--- src/hdl/chst_pkg.sv ---
// Shared types and constants for the chained string hash table.
// No dependencies; compile first.
`default_nettype none

package chst_pkg;

  localparam int BYTE_W    = 8;
  localparam int KEY_W     = 64;
  localparam int LEN_W     = 5;
  localparam int KIND_W    = 2;
  localparam int HASH_W    = 32;
  localparam int BKT_OUT_W = 10;
  localparam int KEY_BYTES = 2 * KEY_W / BYTE_W;

  localparam logic [HASH_W-1:0] HASH_SEED = 32'd5381;

  typedef logic [KIND_W-1:0] kind_t;

  localparam kind_t KIND_INSERT = 2'd0;
  localparam kind_t KIND_SEARCH = 2'd1;
  localparam kind_t KIND_DELETE = 2'd2;

endpackage

`default_nettype wire

--- src/hdl/chst_hash.sv ---
// Iterative djb2 hash and bucket reduction: one key byte per cycle through a
// shared shift-add, then a reciprocal-multiply remainder through quotient, remainder and fix-up steps. Uses chst_pkg.
`default_nettype none

module chst_hash #(
  parameter int  BUCKETS = 1024,
  localparam int BKT_W   = $clog2(BUCKETS)
) (
  input  wire logic                            clk,
  input  wire logic                            rst_n,
  input  wire logic                            start,
  input  wire logic [chst_pkg::KEY_W-1:0]      key_low,
  input  wire logic [chst_pkg::KEY_W-1:0]      key_high,
  input  wire logic [chst_pkg::LEN_W-1:0]      key_len,
  output logic                                 done,
  output logic      [BKT_W-1:0]                bucket
);

  import chst_pkg::*;

  localparam int RW     = BKT_W + 1;
  localparam int PROD_W = 2 * HASH_W;
  // floor(2^32 / BUCKETS); the quotient taken from it is low by at most one
  localparam logic [HASH_W-1:0] RECIP =
    HASH_W'((PROD_W'(1) << HASH_W) / PROD_W'(BUCKETS));

  typedef enum logic [2:0] {H_IDLE, H_BYTES, H_QUOT, H_REM, H_FIX} hstate_t;

  hstate_t                        state_r, state_nxt;
  logic [HASH_W-1:0]              h_r, h_nxt;
  logic [LEN_W-1:0]               idx_r, idx_nxt;
  logic [LEN_W-1:0]               len_r, len_nxt;
  logic [HASH_W-1:0]              quot_r, quot_nxt;
  logic [RW-1:0]                  part_r, part_nxt;
  logic [BKT_W-1:0]               rem_r, rem_nxt;
  logic                           done_r, done_nxt;

  logic [KEY_BYTES-1:0][BYTE_W-1:0] key_bytes;
  logic [BYTE_W-1:0]                cur_byte;
  logic [PROD_W-1:0]                quot_prod;
  logic [HASH_W-1:0]                back_prod;
  logic [HASH_W-1:0]                part_diff;
  logic [RW-1:0]                    part_less;

  assign key_bytes = {key_high, key_low};
  assign cur_byte  = key_bytes[idx_r[$clog2(KEY_BYTES)-1:0]];

  // h - q * BUCKETS lands in [0, 2 * BUCKETS), so its low RW bits are exact
  assign quot_prod = PROD_W'(h_r) * PROD_W'(RECIP);
  assign back_prod = quot_r * HASH_W'(BUCKETS);
  assign part_diff = h_r - back_prod;
  assign part_less = part_r - RW'(BUCKETS);

  always_comb begin
    state_nxt = state_r;
    h_nxt     = h_r;
    idx_nxt   = idx_r;
    len_nxt   = len_r;
    quot_nxt  = quot_r;
    part_nxt  = part_r;
    rem_nxt   = rem_r;
    done_nxt  = 1'b0;
    case (state_r)
      H_IDLE: begin
        if (start) begin
          h_nxt     = HASH_SEED;
          idx_nxt   = '0;
          len_nxt   = key_len;
          state_nxt = (key_len == '0) ? H_QUOT : H_BYTES;
        end
      end
      H_BYTES: begin
        // h * 33 + byte, wrapping at 32 bits
        h_nxt   = (h_r << 5) + h_r + HASH_W'(cur_byte);
        idx_nxt = idx_r + LEN_W'(1);
        if (idx_nxt == len_r) begin
          state_nxt = H_QUOT;
        end
      end
      H_QUOT: begin
        quot_nxt  = quot_prod[PROD_W-1:HASH_W];
        state_nxt = H_REM;
      end
      H_REM: begin
        part_nxt  = part_diff[RW-1:0];
        state_nxt = H_FIX;
      end
      H_FIX: begin
        rem_nxt   = (part_r >= RW'(BUCKETS)) ? part_less[BKT_W-1:0] : part_r[BKT_W-1:0];
        done_nxt  = 1'b1;
        state_nxt = H_IDLE;
      end
      default: state_nxt = H_IDLE;
    endcase
  end

  always_ff @(posedge clk) begin
    if (!rst_n) begin
      state_r <= H_IDLE;
      done_r  <= 1'b0;
    end else begin
      state_r <= state_nxt;
      done_r  <= done_nxt;
    end
    h_r    <= h_nxt;
    idx_r  <= idx_nxt;
    len_r  <= len_nxt;
    quot_r <= quot_nxt;
    part_r <= part_nxt;
    rem_r  <= rem_nxt;
  end

  assign done   = done_r;
  assign bucket = rem_r;

endmodule

`default_nettype wire

--- config.mk ---
export PLATFORM = sky130hd
export DESIGN_NAME = chst_hash
export DESIGN_NICKNAME = d
export VERILOG_FILES = /design/src/hdl/chst_pkg.sv /design/src/hdl/chst_hash.sv
export SDC_FILE = /design/constraint.sdc
export NUM_CORES = 1
export LEC_CHECK = 0
export BUFFER_PORTS_ARGS = -buffer_cell sky130_fd_sc_hd__buf_2
export CAP_MARGIN = 20
export CORE_MARGIN = 10
export CORE_UTILIZATION = 29
export CTS_BUF_LIST = sky130_fd_sc_hd__clkbuf_4
export DETAILED_ROUTE_END_ITERATION = 7
export PLACE_DENSITY = 0.61
export SLEW_MARGIN = 30
export SYNTH_ARGS = -nofsm -noshare
export SYNTH_HDL_FRONTEND = slang
export SYNTH_SLANG_ARGS = --single-unit
--- constraint.sdc ---
create_clock -name clk -period 4.1 [get_ports clk]
set_input_delay 0.205 -clock clk [delete_from_list [all_inputs] [get_ports clk]]
set_output_delay 0.205 -clock clk [all_outputs]
set_load 0.005 [all_outputs]
==> results.py <==
metrics = {
    "outcome": {
        "outcome": "finished, final reports clean",
    },
    "logic_synthesis": {
        "synth_top_cells_by_count": "edfxtp_1, mux4_1, mux4_2",
        "ys_seq_elements": 44,
        "yosysTopAreaCell": "edfxtp_1",
        "synth.most_common_cell": "edfxtp_1",
        "syn_inst": 197,
        "synth_nets": 352,
        "synth-async-reset-ratio_pct": 0,
        "ys_warn_count": 0,
        "synth_seq_area_share_pct": 40.8,
        "synth_area_leaders": "edfxtp_1, mux4_1, mux4_2",
        "yosysTopAreaCellShare_pct": 38.3,
        "synth.distinct_cells": 39,
        "synthesis.area_mm2": 0.00314,
        "synth_edf_count": 40,
        "synth_flop_cell": "edfxtp_1",
        "avgSynthCellArea_um2": 15.9,
    },
    "power_and_ir_drop": {
        "cellPowerDensity_mw_per_mm2": 409,
        "seq_power_share_pct": 35.6,
        "power.leakage_nw": 1.77,
        "combPwrFrac_pct": 47.8,
        "peakVddDrop_v": 0.000155,
        "p_int_mw": 1.12,
        "switching_power_uw": 567,
        "switching_share_pct": 33.5,
        "p_clk_share_pct": 16.6,
    },
    "floorplanning": {
        "die_y_um": 124,
        "die_area_mm2": 0.0154,
        "rows": 37,
        "fp.dieW_um": 124,
        "pin_count": 147,
        "core_mm2": 0.0104,
        "initial_core_util_pct": 30.1,
    },
    "grt": {
        "gr-total-overflow": 0,
        "track_usage_pct": 11.3,
        "grt_pass1_wl_um": 13600,
        "grt_max_degree": 29,
        "antenna_found_initial": 0,
        "grt_pass1_vias": 2661,
    },
    "cells_and_area": {
        "multi_input_comb_area_mm2": 0.00172,
        "fillers": 1025,
        "antenna_cells": 0,
        "regArea_mm2": 0.00128,
        "area_growth_pct": 31.6,
        "stdcell_count": 487,
        "drive_gt1_share_pct": 51.6,
        "stdcell_area_mm2": 0.00413,
        "nNetsFinal": 505,
        "post-route-util_pct": 39.6,
    },
    "routing": {
        "drt_first_pass_iters": 4,
        "routed_via_density": 4.87,
        "drc": 0,
        "vias": 2372,
        "wl_per_cell_um": 18.0,
        "antenna_left": 0,
        "drt_iter0_drc": 84,
        "drt_wl_total_um": 8780,
    },
    "clocking": {
        "postCtsHoldBufs": 0,
        "cts-buffers-inserted": 5,
        "cts_setup_buffers": 0,
        "htree_levels": 2,
        "cts_tree": "built",
        "cts.sinks": 44,
        "clk_pin_slew_ns": 0.14,
        "clock_latency_ns": 0.36,
        "cts-root-buf": "clkbuf_4",
        "post_cts_resized": 0,
        "cts_max_path_buffers": 2,
    },
    "hold_path": {
        "worstHoldPathType": "input pin to flop",
        "min_to": "state_r[2]",
        "min_from": "rst_n",
        "holdPathStages": 2,
    },
    "sta": {
        "fmax_mhz": 268,
        "slew_viol_final": 0,
        "min_period_ns": 3.73,
        "layout_setup_ws_ns": 0.373,
        "setup-violations-final": 0,
        "period_share_pct": 90.9,
        "relSlewSlack_pct": 68.8,
        "final_hold_viol_count": 0,
        "rsz0062_at_grt": "no",
        "finClkSkew_ns": 0.00650,
        "setup_tns_ns": 0,
        "tightest_slew_ns": 0.468,
    },
    "worst_setup_path": {
        "worstPathRequired_ns": 4.23,
        "worstPathMaxFanout": 28,
        "path_class": "flop to flop",
        "cp.arrival_ns": 3.85,
        "reg2regPathDepth": 10,
        "startpoint_type": "flop",
        "regToRegSetupSlack_ns": 0.37,
        "timing.rr.start": "idx_r[0]",
        "timing.rr.end": "h_r[8]",
        "worst_setup_path_end_kind": "flop",
    },
    "place": {
        "io_buffers": 146,
        "dp_cells": 474,
        "detailed_place_hpwl_um": 7650,
        "place_ws_ns": 0.364,
        "place_area_mm2": 0.00400,
        "routabilityCongestion": 0.851,
    },
    "run": {
        "cap_violations": 0,
    },
}
==> cells by family (layout without fill, tap and decap cells) <==
logic type      Yosys count  count (layout)  share of synthesized area [%]
compound gates           22              22                           4.95
xor+xnor                 12              12                           3.35
fa+ha+maj                19              19                           8.54
buf+inv                  21             175                           4.39
flops                    44              44                           40.8
mux                      40              40                           31.4
simple gates             39              39                           6.58
==> area by class of cell <==
cell class | instances | area share (%)
Clock buffer | 5 | 0.909
Clock inverter | 3 | 1.12
Inverter | 10 | 0.909
Multi-Input combinational cell | 132 | 41.6
Sequential cell | 44 | 31.0
Tap cell | 136 | 4.12
Timing Repair Buffer | 157 | 20.3
==> power by group through the flow <==
stage | logic, mW | clock network (mW) | registers [mW]
final | 0.808 | 0.280 | 0.602
after global placement | 0.792 | 0 | 0.613
after floorplan | 0.641 | 0 | 0.587
after detailed placement | 0.806 | 0 | 0.614
after global routing | 0.914 | 0.311 | 0.613
after CTS | 0.812 | 0.289 | 0.604
==> worst max path at each step <==
stage / start / endpoint / slack [ns] / cells past startpoint
finish: idx_r[0] / h_r[8] / 0.37 / 10
global route: idx_r[0] / h_r[9] / 0.24 / 12
CTS: idx_r[0] / h_r[8] / 0.36 / 10
detailed placement: idx_r[0] / h_r[8] / 0.36 / 10
global placement: idx_r[0] / h_r[8] / 0.41 / 10
floorplan: idx_r[0] / h_r[8] / 0.51 / 11
==> registers in the layout (all words and copies together), names as in the netlist <==
name / count
bucket: 10
done: 1
h_r: 10
idx_r: 5
len_r: 5
part_r: 10
state_r: 3
==> metrics by stage <==
step / hold slack [ns] / total power, mW
2_1_floorplan: 0.304 / 1.23
3_3_place_gp: 0.395 / 1.41
3_5_place_dp: 0.399 / 1.42
4_1_cts: 0.00139 / 1.71
5_1_grt: 0.0472 / 1.84
6_report: 0.0681 / 1.69
==> layer usage <==
metal	vias up	GRT usage (%)	wire length, µm
met5	-	0	0
met4	0	2.37	58
met3	5	5.75	909
met2	116	18.0	4100
met1	1117	13.5	3710
li1	1134	-	-
==> layout by cell type, fill, tap and decap left out, types with 2 or more instances in the layout <==
cell type	netlist	layout
dfxtp_1	4	4
nor2b_1	2	2
and2_1	4	4
buf_4	3	5
fa_1	4	4
a21oi_1	3	3
xnor2_1	3	3
nor2_1	9	9
inv_1	10	10
o21bai_1	2	2
and3_1	3	3
or3_1	2	2
nor3_1	7	7
a211oi_1	3	3
o21a_1	3	3
nand2_1	3	3
o21ai_0	4	4
ha_1	15	15
edfxtp_1	40	40
buf_2	2	146
dlygate4sd3_1	0	5
clkbuf_4	0	5
xor2_1	9	9
mux4_2	18	18
mux4_1	22	22
nand3_1	3	3
or2_2	2	2
==> critical path, cell delays in order, from the launching register on <==
cell and delay, ns:
edfxtp_1 0.42, buf_12 0.22, mux4_1 0.57, mux4_2 0.49, fa_1 0.45, ha_1 0.24, or3_1 0.40, or2_2 0.29
o221ai_1 0.19, xor2_1 0.16, nand2_1 0.06
(Power assumes the default switching activity.)
