`config.mk`:
```
export PLATFORM = sky130hd
export DESIGN_NAME = chst_ram
export DESIGN_NICKNAME = d
export VERILOG_FILES = /design/src/hdl/chst_ram.sv
export SDC_FILE = /design/constraint.sdc
export NUM_CORES = 1
export LEC_CHECK = 0
export BUFFER_PORTS_ARGS = -buffer_cell sky130_fd_sc_hd__clkbuf_2
export CAP_MARGIN = 20
export CORE_MARGIN = 10
export CORE_UTILIZATION = 45
export DETAILED_ROUTE_END_ITERATION = 10
export PLACE_DENSITY = 0.74
export SYNTH_ARGS = -nofsm -noshare
export SYNTH_HDL_FRONTEND = slang
export SYNTH_SLANG_ARGS = --single-unit
```
`constraint.sdc`:
```
create_clock -name clk -period 1.6 [get_ports clk]
set_input_delay 0 -clock clk [delete_from_list [all_inputs] [get_ports clk]]
set_output_delay 0 -clock clk [all_outputs]
set_load 0.1 [all_outputs]
```
`src/hdl/chst_ram.sv`:
```
// Generic single-write, single-read RAM with registered read data.
// No dependencies.
`default_nettype none

module chst_ram #(
  parameter int  WIDTH = 8,
  parameter int  DEPTH = 16,
  localparam int AW    = $clog2(DEPTH)
) (
  input  wire logic             clk,
  input  wire logic             wr_en,
  input  wire logic [AW-1:0]    wr_addr,
  input  wire logic [WIDTH-1:0] wr_data,
  input  wire logic [AW-1:0]    rd_addr,
  output logic      [WIDTH-1:0] rd_data
);

  logic [WIDTH-1:0] mem [DEPTH];

  always_ff @(posedge clk) begin
    if (wr_en) begin
      mem[wr_addr] <= wr_data;
    end
    rd_data <= mem[rd_addr];
  end

endmodule

`default_nettype wire

```
==> results.rst, run 1 <==
.. list-table::
   :header-rows: 1

   * - Metric
     - Value
   * - Status
     - complete, no violations
   * - Clock transition at the registers of the reported paths
     - roughly 0.050 ns
   * - Max Fclk
     - around 700 MHz
   * - Number of global-route vias before repair
     - 2457
   * - Final antenna diode count
     - 0
   * - Post-synthesis net count
     - ~250
   * - Type of origin of the critical path
     - flip-flop
   * - DP HPWL
     - a little under 6 mm
   * - Setup violators final
     - 0
   * - Top cell type's share of synthesized area
     - 74.7%
   * - Cell area after synthesis
     - between 5000 and 6000 µm²
   * - Peak VDD IR
     - about 840 µV
   * - Number of buffers added by the clock tree synthesis step
     - 17
   * - Detailed-route wire length
     - between 9 and 10 mm
   * - Total cell area at the placement stage
     - about 5500 µm²
   * - Global-route met2 utilization
     - a little under a fifth
   * - Largest net degree at the start of global routing
     - 33
   * - Number of ports placed on the die boundary
     - 26
   * - Count of vias placed by the detailed router
     - roughly 2400
   * - Site Rows
     - 38
   * - Most frequent cells in the layout
     - sky130_fd_sc_hd__edfxtp_1 (128), sky130_fd_sc_hd__clkbuf_2 (25), sky130_fd_sc_hd__buf_4 (19)
   * - H-tree depth reported by CTS
     - 4
   * - First-pass GRT wire length
     - ~15 mm
   * - Core box area
     - 11000 µm²
   * - Initial antenna violation count
     - 0
   * - RSZ-0062 raised after global routing
     - false
   * - Routed length per instance
     - about 21 µm
   * - Netlist cell types
     - 19
   * - Drt pass-1 iters
     - 4
   * - Worst-case hold slack
     - roughly 0.022 ns
   * - Clk network pwr share
     - between 40% and 50%
   * - Final RePlAce weighted congestion
     - approximately 0.71
   * - Cell at the root of the clock tree
     - sky130_fd_sc_hd__clkbuf_16
   * - GRT Util Overall
     - ~12%
   * - Final count of hold timing violations
     - 0
   * - Post-route cell area
     - between 6000 and 7000 µm²
   * - DRC
     - 0
   * - Maximum buffer depth of the clock tree
     - 2
   * - Worst hold path type
     - in -> reg
   * - Starting density of the core
     - between 40% and 50%
   * - Count of maximum capacitance violations
     - 0
   * - Static leakage power
     - approximately 2.0 nW
   * - Sw frac
     - a little over a fifth
   * - Ratio of cells with drive above 1 in the final layout
     - 30.1%
   * - Clock latency on the worst-skew pair
     - roughly 0.41 ns
   * - Total design power
     - around 7.8 mW
   * - Per-cell via count in the routed design
     - ~5.5
   * - Post-route clock period utilization
     - 86.8%
   * - Commonest non-fill, non-tap cell in the layout
     - sky130_fd_sc_hd__edfxtp_1
   * - Sequential cell area fraction in the yosys report
     - roughly 80%
   * - Gate power share
     - a little under 7%
   * - Synth area leader
     - sky130_fd_sc_hd__edfxtp_1
   * - CTS hold repair buffers
     - 0
   * - Count of synthesis-stage warnings from yosys
     - 0
   * - Final layout net count
     - slightly above 300
   * - Slew margin rel.
     - between 60% and 70%
   * - Layout Area Growth over Synthesis
     - 17.4%
   * - Endpoint kind of the worst setup timing path
     - flip-flop
   * - Sequential cell area in the final layout
     - roughly 4000 µm²
   * - Internal power of the cells
     - 6.08 mW
   * - Clock tree from TritonCTS
     - built
   * - Transition time at the pin with the least slew margin
     - about 0.55 ns
   * - Pwr/cell area
     - 1290 nW/µm²
   * - Busiest layer in global routing
     - met2
   * - Area of the multi-input gates
     - 1060 µm²
   * - Arrival time at the worst endpoint
     - between 1.5 and 2 ns
   * - Buffers inserted by post-CTS timing repair
     - 0
   * - Clock skew after layout
     - 0.00827 ns
   * - Average cell area after synthesis
     - 22.5 µm²
   * - Worst endpoint required time
     - between 1.5 and 2 ns
   * - Register bit total from synthesis
     - between 100 and 150
   * - Net load switching power
     - 1.71 mW
   * - Remaining antenna violation count after routing
     - 0
   * - Number of filler instances in the final layout
     - 813
   * - Tmin final
     - between 1 and 1.5 ns
   * - Floorplan die width
     - approximately 130 µm
   * - Met1 track demand over resource in global routing
     - between 10 and 15%
   * - Post-CTS sizing
     - 0
   * - Fraction of power consumed by sequential logic
     - 51.5%
   * - Placement-stage worst setup slack
     - about 0.17 ns
   * - Final setup TNS
     - 0 ns
   * - Number of pins exceeding their max-slew limit in the final report
     - 0
   * - Vertical die dimension
     - about 130 µm
   * - Remaining global-route overflow
     - 0
   * - Number of clock sinks
     - 136
   * - Cells after Synth
     - between 200 and 250
   * - Die outline area
     - ~16000 µm²
   * - Buffers added on ports
     - 25
   * - Peak fanout along the critical path
     - 1
   * - Violation count after the first detailed-routing iteration
     - around 220
   * - Setup WS post-layout
     - 0.211 ns
   * - Main area contributors after synthesis
     - sky130_fd_sc_hd__edfxtp_1 (75%), sky130_fd_sc_hd__mux4_2 (7.9%), sky130_fd_sc_hd__mux4_1 (7.1%)
   * - Global-route track usage on met3
     - under 10%
   * - Type of the worst setup path
     - reg -> reg
## sequential cells by signal, summed over array words and instances, names as in the netlist
| signal | count |
|---|---|
| rd_data | 8 |
| mem | 128 |
## per-layer routing
metal	part of all wire, %	wire (µm)
met4	1.5	136
met1	44	4070
met3	4.5	422
met2	50	4700
met5	0	0
## metrics by stage
stage,util [%],std cells
final,54.8,436
after floorplan,-,229
after CTS,54.8,436
after global placement,50.3,405
after global routing,54.8,436
after detailed placement,50.3,405
## Yosys cell counts (all sizes together)
| master | count |
|---|---|
| edfxtp | 128 |
| mux4 | 32 |
| a22oi | 16 |
| nor2 | 13 |
| nand2 | 9 |
| dfxtp | 8 |
| buf | 7 |
| nor3 | 4 |
| clkdlybuf4s25 | 3 |
| nand2b | 2 |
| nand3b | 2 |
| and2 | 1 |
| and2b | 1 |
| nand3 | 1 |
| nor2b | 1 |
| or3b | 1 |
## power groups by stage
stage	Combinational [mW]	Clock, mW	Sequential [mW]
floorplan	0.202	0	4.25
global placement	0.525	0	4.08
detailed placement	0.538	0	4.08
CTS	0.540	3.30	4.01
global route	0.567	3.46	4.02
finish	0.530	3.25	4.01
## worst paths after layout
| kind | startpoint | endpoint | cells after the start | slack, ns |
|---|---|---|---|---|
| hold / removal | wr_data[4] | mem[6][4]$_DFFE_PP_ | 1 | 0.02 |
| setup / recovery | mem[1][3]$_DFFE_PP_ | rd_data[3]$_DFF_P_ | 3 | 0.21 |
| setup reg to reg | mem[1][3]$_DFFE_PP_ | rd_data[3]$_DFF_P_ | 3 | 0.21 |
| hold reg to reg | mem[11][2]$_DFFE_PP_ | rd_data[2]$_DFF_P_ | 3 | 0.67 |
## critical path: stages (launching register included)
cell	delay [ns]
sky130_fd_sc_hd__edfxtp_1	0.38
sky130_fd_sc_hd__mux4_1	0.53
sky130_fd_sc_hd__a22oi_1	0.28
sky130_fd_sc_hd__nand2_1	0.09
## cell type report
type                            count  share of cell area [%]
Sequential cell                   136                    66.3
Multi-Input combinational cell     83                    17.5
Clock buffer                       20                    7.23
Timing Repair Buffer               46                    5.10
Tap cell                          140                    2.90
Clock inverter                     11                   0.994
## logic make-up (layout without fill, tap and decap cells)
family          after synthesis  in the layout  share of synthesized area (%)
compound gates               16             16                           2.33
flops                       136            136                           77.8
mux                          32             32                           15.0
simple gates                 35             35                           3.18
buf+inv                      10             77                           1.68
Power figures use the tool's default switching activity.
==> run 2: changes to the inputs <==
Settings changed: CELL_PAD_IN_SITES_DETAIL_PLACEMENT set to 0, CELL_PAD_IN_SITES_GLOBAL_PLACEMENT set to 2, CORE_UTILIZATION 45 to 43, PLACE_DENSITY 0.74 to 0.84.
==> results.rst, run 2 (synthesis gave the netlist of run 1 again) <==
.. list-table::
   :header-rows: 1

   * - Metric
     - Value
   * - RR Endpoint
     - rd_data[4]$_DFF_P_
   * - DRC
     - 0 (unchanged)
   * - Post-route cell area
     - 6100 µm² (+1.1%)
   * - DP HPWL
     - 6.32 mm (+6.3%)
   * - RSZ-0062 raised after global routing
     - false
   * - Maximum buffer depth of the clock tree
     - 2 (unchanged)
   * - Remaining antenna violation count after routing
     - 0 (unchanged)
   * - Number of buffers added by the clock tree synthesis step
     - 17 (unchanged)
   * - Post-layout utilization of the core
     - 52.8% (-2.0 points)
   * - Flip-flop count of the largest register, all copies and words added
     - 128 (unchanged)
   * - Final Instance Count excl. Fillers
     - 441 (+1.1%)
   * - Internal power of the cells
     - 6.32 mW (+3.9%)
   * - Pwr/cell area
     - 1310 nW/µm² (+1.8%)
   * - Number of clock sinks
     - 136 (unchanged)
   * - Hold path start
     - wr_data[1]
   * - First-pass GRT wire length
     - 15.4 mm (+5.7%)
   * - Clock tree from TritonCTS
     - built
   * - Number of pins exceeding their max-slew limit in the final report
     - 0 (unchanged)
   * - Drt pass-1 iters
     - 4 (unchanged)
   * - Slowest cell on the critical path
     - sky130_fd_sc_hd__mux4_1
   * - Type of the worst setup path
     - reg -> reg
   * - Cells on Worst Hold Path
     - 1 (unchanged)
   * - Floorplan die width
     - 129 µm (+1.9%)
   * - Setup violators final
     - 0 (unchanged)
   * - Most frequent cells in the layout
     - sky130_fd_sc_hd__edfxtp_1 (128), sky130_fd_sc_hd__clkbuf_2 (25), sky130_fd_sc_hd__buf_4 (19)
   * - Placed instance count
     - 409 (+0.99%)
   * - Slew margin rel.
     - 63.5% (+0.14 points)
   * - Cell at the root of the clock tree
     - sky130_fd_sc_hd__clkbuf_16
   * - Post-CTS sizing
     - 0 (unchanged)
   * - Clock latency on the worst-skew pair
     - 0.40 ns (about the same)
   * - Final antenna diode count
     - 0 (unchanged)
   * - Worst-case hold slack
     - 0.00562 ns (-0.0168 ns)
   * - GRT Util Overall
     - 12.8% (+0.71 points)
   * - Remaining global-route overflow
     - 0 (unchanged)
   * - Peak fanout along the critical path
     - 1 (unchanged)
   * - Peak VDD IR
     - 819 µV (-2.9%)
   * - Number of filler instances in the final layout
     - 870 (+7.0%)
   * - Final setup TNS
     - 0 ns (unchanged)
   * - Final count of hold timing violations
     - 0 (unchanged)
   * - Post-route clock period utilization
     - 87.0% (+0.14 points)
   * - Final layout net count
     - 303 (+0.33%)
   * - Flop2flop setup slack
     - 0.21 ns (about the same)
   * - Total cell area at the placement stage
     - 5570 µm² (+0.43%)
   * - Cells traversed along the worst timing path
     - mux4_1 > a22oi_1 > nand2_1
   * - Total design power
     - 8.01 mW (+2.9%)
   * - Clock transition at the registers of the reported paths
     - 0.06 ns (about the same)
   * - CTS hold repair buffers
     - 0 (unchanged)
   * - Sw frac
     - 21.2% (-0.75 points)
   * - Static leakage power
     - 2.09 nW (+1.9%)
   * - Number of global-route vias before repair
     - 2613 (+6.3%)
   * - Fraction of power consumed by sequential logic
     - 50.0% (-1.5 points)
   * - Largest net degree at the start of global routing
     - 33 (unchanged)
   * - Net load switching power
     - 1.70 mW (-0.62%)
   * - Arrival time at the worst endpoint
     - 1.67 ns (about the same)
   * - Top reg by flops
     - mem
   * - Ratio of cells with drive above 1 in the final layout
     - 31.2% (+1.1 points)
   * - Commonest non-fill, non-tap cell in the layout
     - sky130_fd_sc_hd__edfxtp_1
   * - Number of ports placed on the die boundary
     - 26 (unchanged)
   * - Status
     - complete, no violations
   * - Violation count after the first detailed-routing iteration
     - 232 (+6.9%)
   * - Count of vias placed by the detailed router
     - 2383 (-1.2%)
   * - Endpoint kind of the worst setup timing path
     - flip-flop
   * - Per-cell via count in the routed design
     - 5.40 (-2.3%)
   * - Routed length per instance
     - 22.2 µm (+3.8%)
   * - Vertical die dimension
     - 129 µm (+1.9%)
   * - Clock skew after layout
     - 0.00554 ns (-0.00273 ns)
   * - Layout Area Growth over Synthesis
     - 18.6%
   * - Largest regs
     - mem x128, rd_data x8
   * - Transition time at the pin with the least slew margin
     - 0.549 ns (-0.00210 ns)
   * - Site Rows
     - 39 (+2.6%)
   * - Gate power share
     - 6.8% (about the same)
   * - Setup WS post-layout
     - 0.209 ns (-0.00229 ns)
   * - Count of cells along the worst register-to-register path
     - 3 (unchanged)
   * - Die outline area
     - 16700 µm² (+3.9%)
   * - H-tree depth reported by CTS
     - 4 (unchanged)
   * - Type of origin of the critical path
     - flip-flop
   * - Initial antenna violation count
     - 0 (unchanged)
   * - Detailed-route wire length
     - 9.79 mm (+4.9%)
   * - Placement-stage worst setup slack
     - 0.200 ns (+0.0257 ns)
   * - Buffers inserted by post-CTS timing repair
     - 0 (unchanged)
   * - Starting density of the core
     - 44.5% (-2.2 points)
   * - Clk network pwr share
     - 43.2% (+1.5 points)
   * - Worst hold path type
     - in -> reg
   * - Core box area
     - 11600 µm² (+4.8%)
   * - Startpoint of the most critical register-to-register path
     - mem[9][4]$_DFFE_PP_
   * - Tmin final
     - 1.39 ns (+0.00229 ns)
   * - End of the worst hold path
     - mem[6][1]$_DFFE_PP_
   * - Max Fclk
     - 719 MHz (-0.16%)
   * - Buffers added on ports
     - 25 (unchanged)
   * - Crit path largest cell delay
     - 0.52 ns (about the same)
   * - Count of maximum capacitance violations
     - 0 (unchanged)
   * - Worst endpoint required time
     - 1.88 ns (about the same)
   * - Final RePlAce weighted congestion
     - 0.738 (+3.4%)
==> run 2: area by class of cell <==
| class | count | area (µm²) | area share (%) |
|---|---|---|---|
| clock buffers | 23 | 458 | 7.50 |
| repair buffers | 47 | 328 | 5.37 |
| multi-input cells | 83 | 1060 | 17.3 |
| clock inverters | 9 | 78.8 | 1.29 |
| flip-flops and latches | 136 | 4000 | 65.6 |
| well taps | 143 | 179 | 2.93 |
==> run 2: how the worst max path moves through the flow <==
stage                                    from                  end  slack (ns)  cells past startpoint
after floorplan                    wr_addr[2]  mem[0][0]$_DFFE_PP_        0.11                      2
after global placement             rd_addr[0]   rd_data[3]$_DFF_P_        0.21                      5
after detailed placement           rd_addr[0]   rd_data[4]$_DFF_P_        0.20                      5
after CTS                 mem[9][4]$_DFFE_PP_   rd_data[4]$_DFF_P_        0.20                      3
after global routing      mem[9][4]$_DFFE_PP_   rd_data[4]$_DFF_P_        0.14                      3
final                     mem[9][4]$_DFFE_PP_   rd_data[4]$_DFF_P_        0.21                      3
==> run 2: routing by layer <==
| layer | wire length [µm] | share of wire (%) | vias to the layer above | global-route usage (%) |
|---|---|---|---|---|
| li1 | - | - | 1083 | - |
| met4 | 127 | 1.3 | 0 | 5.89 |
| met5 | 0 | 0 | - | 0 |
| met1 | 4100 | 42 | 1215 | 16.2 |
| met3 | 772 | 7.9 | 10 | 3.26 |
| met2 | 4790 | 49 | 75 | 20.6 |
==> run 2: power groups by stage <==
stage	registers, mW	logic (mW)	clock network, mW
detailed placement	4.08	0.552	0
global route	4.02	0.581	3.70
floorplan	4.25	0.202	0
finish	4.01	0.545	3.46
CTS	4.01	0.554	3.52
global placement	4.08	0.541	0
==> run 2: critical path: cells and delay by family, from the launching register on <==
family / cells / cell delay [ns]
compound gates: 1 / 0.30
flops: 1 / 0.37
mux: 1 / 0.52
simple gates: 1 / 0.08
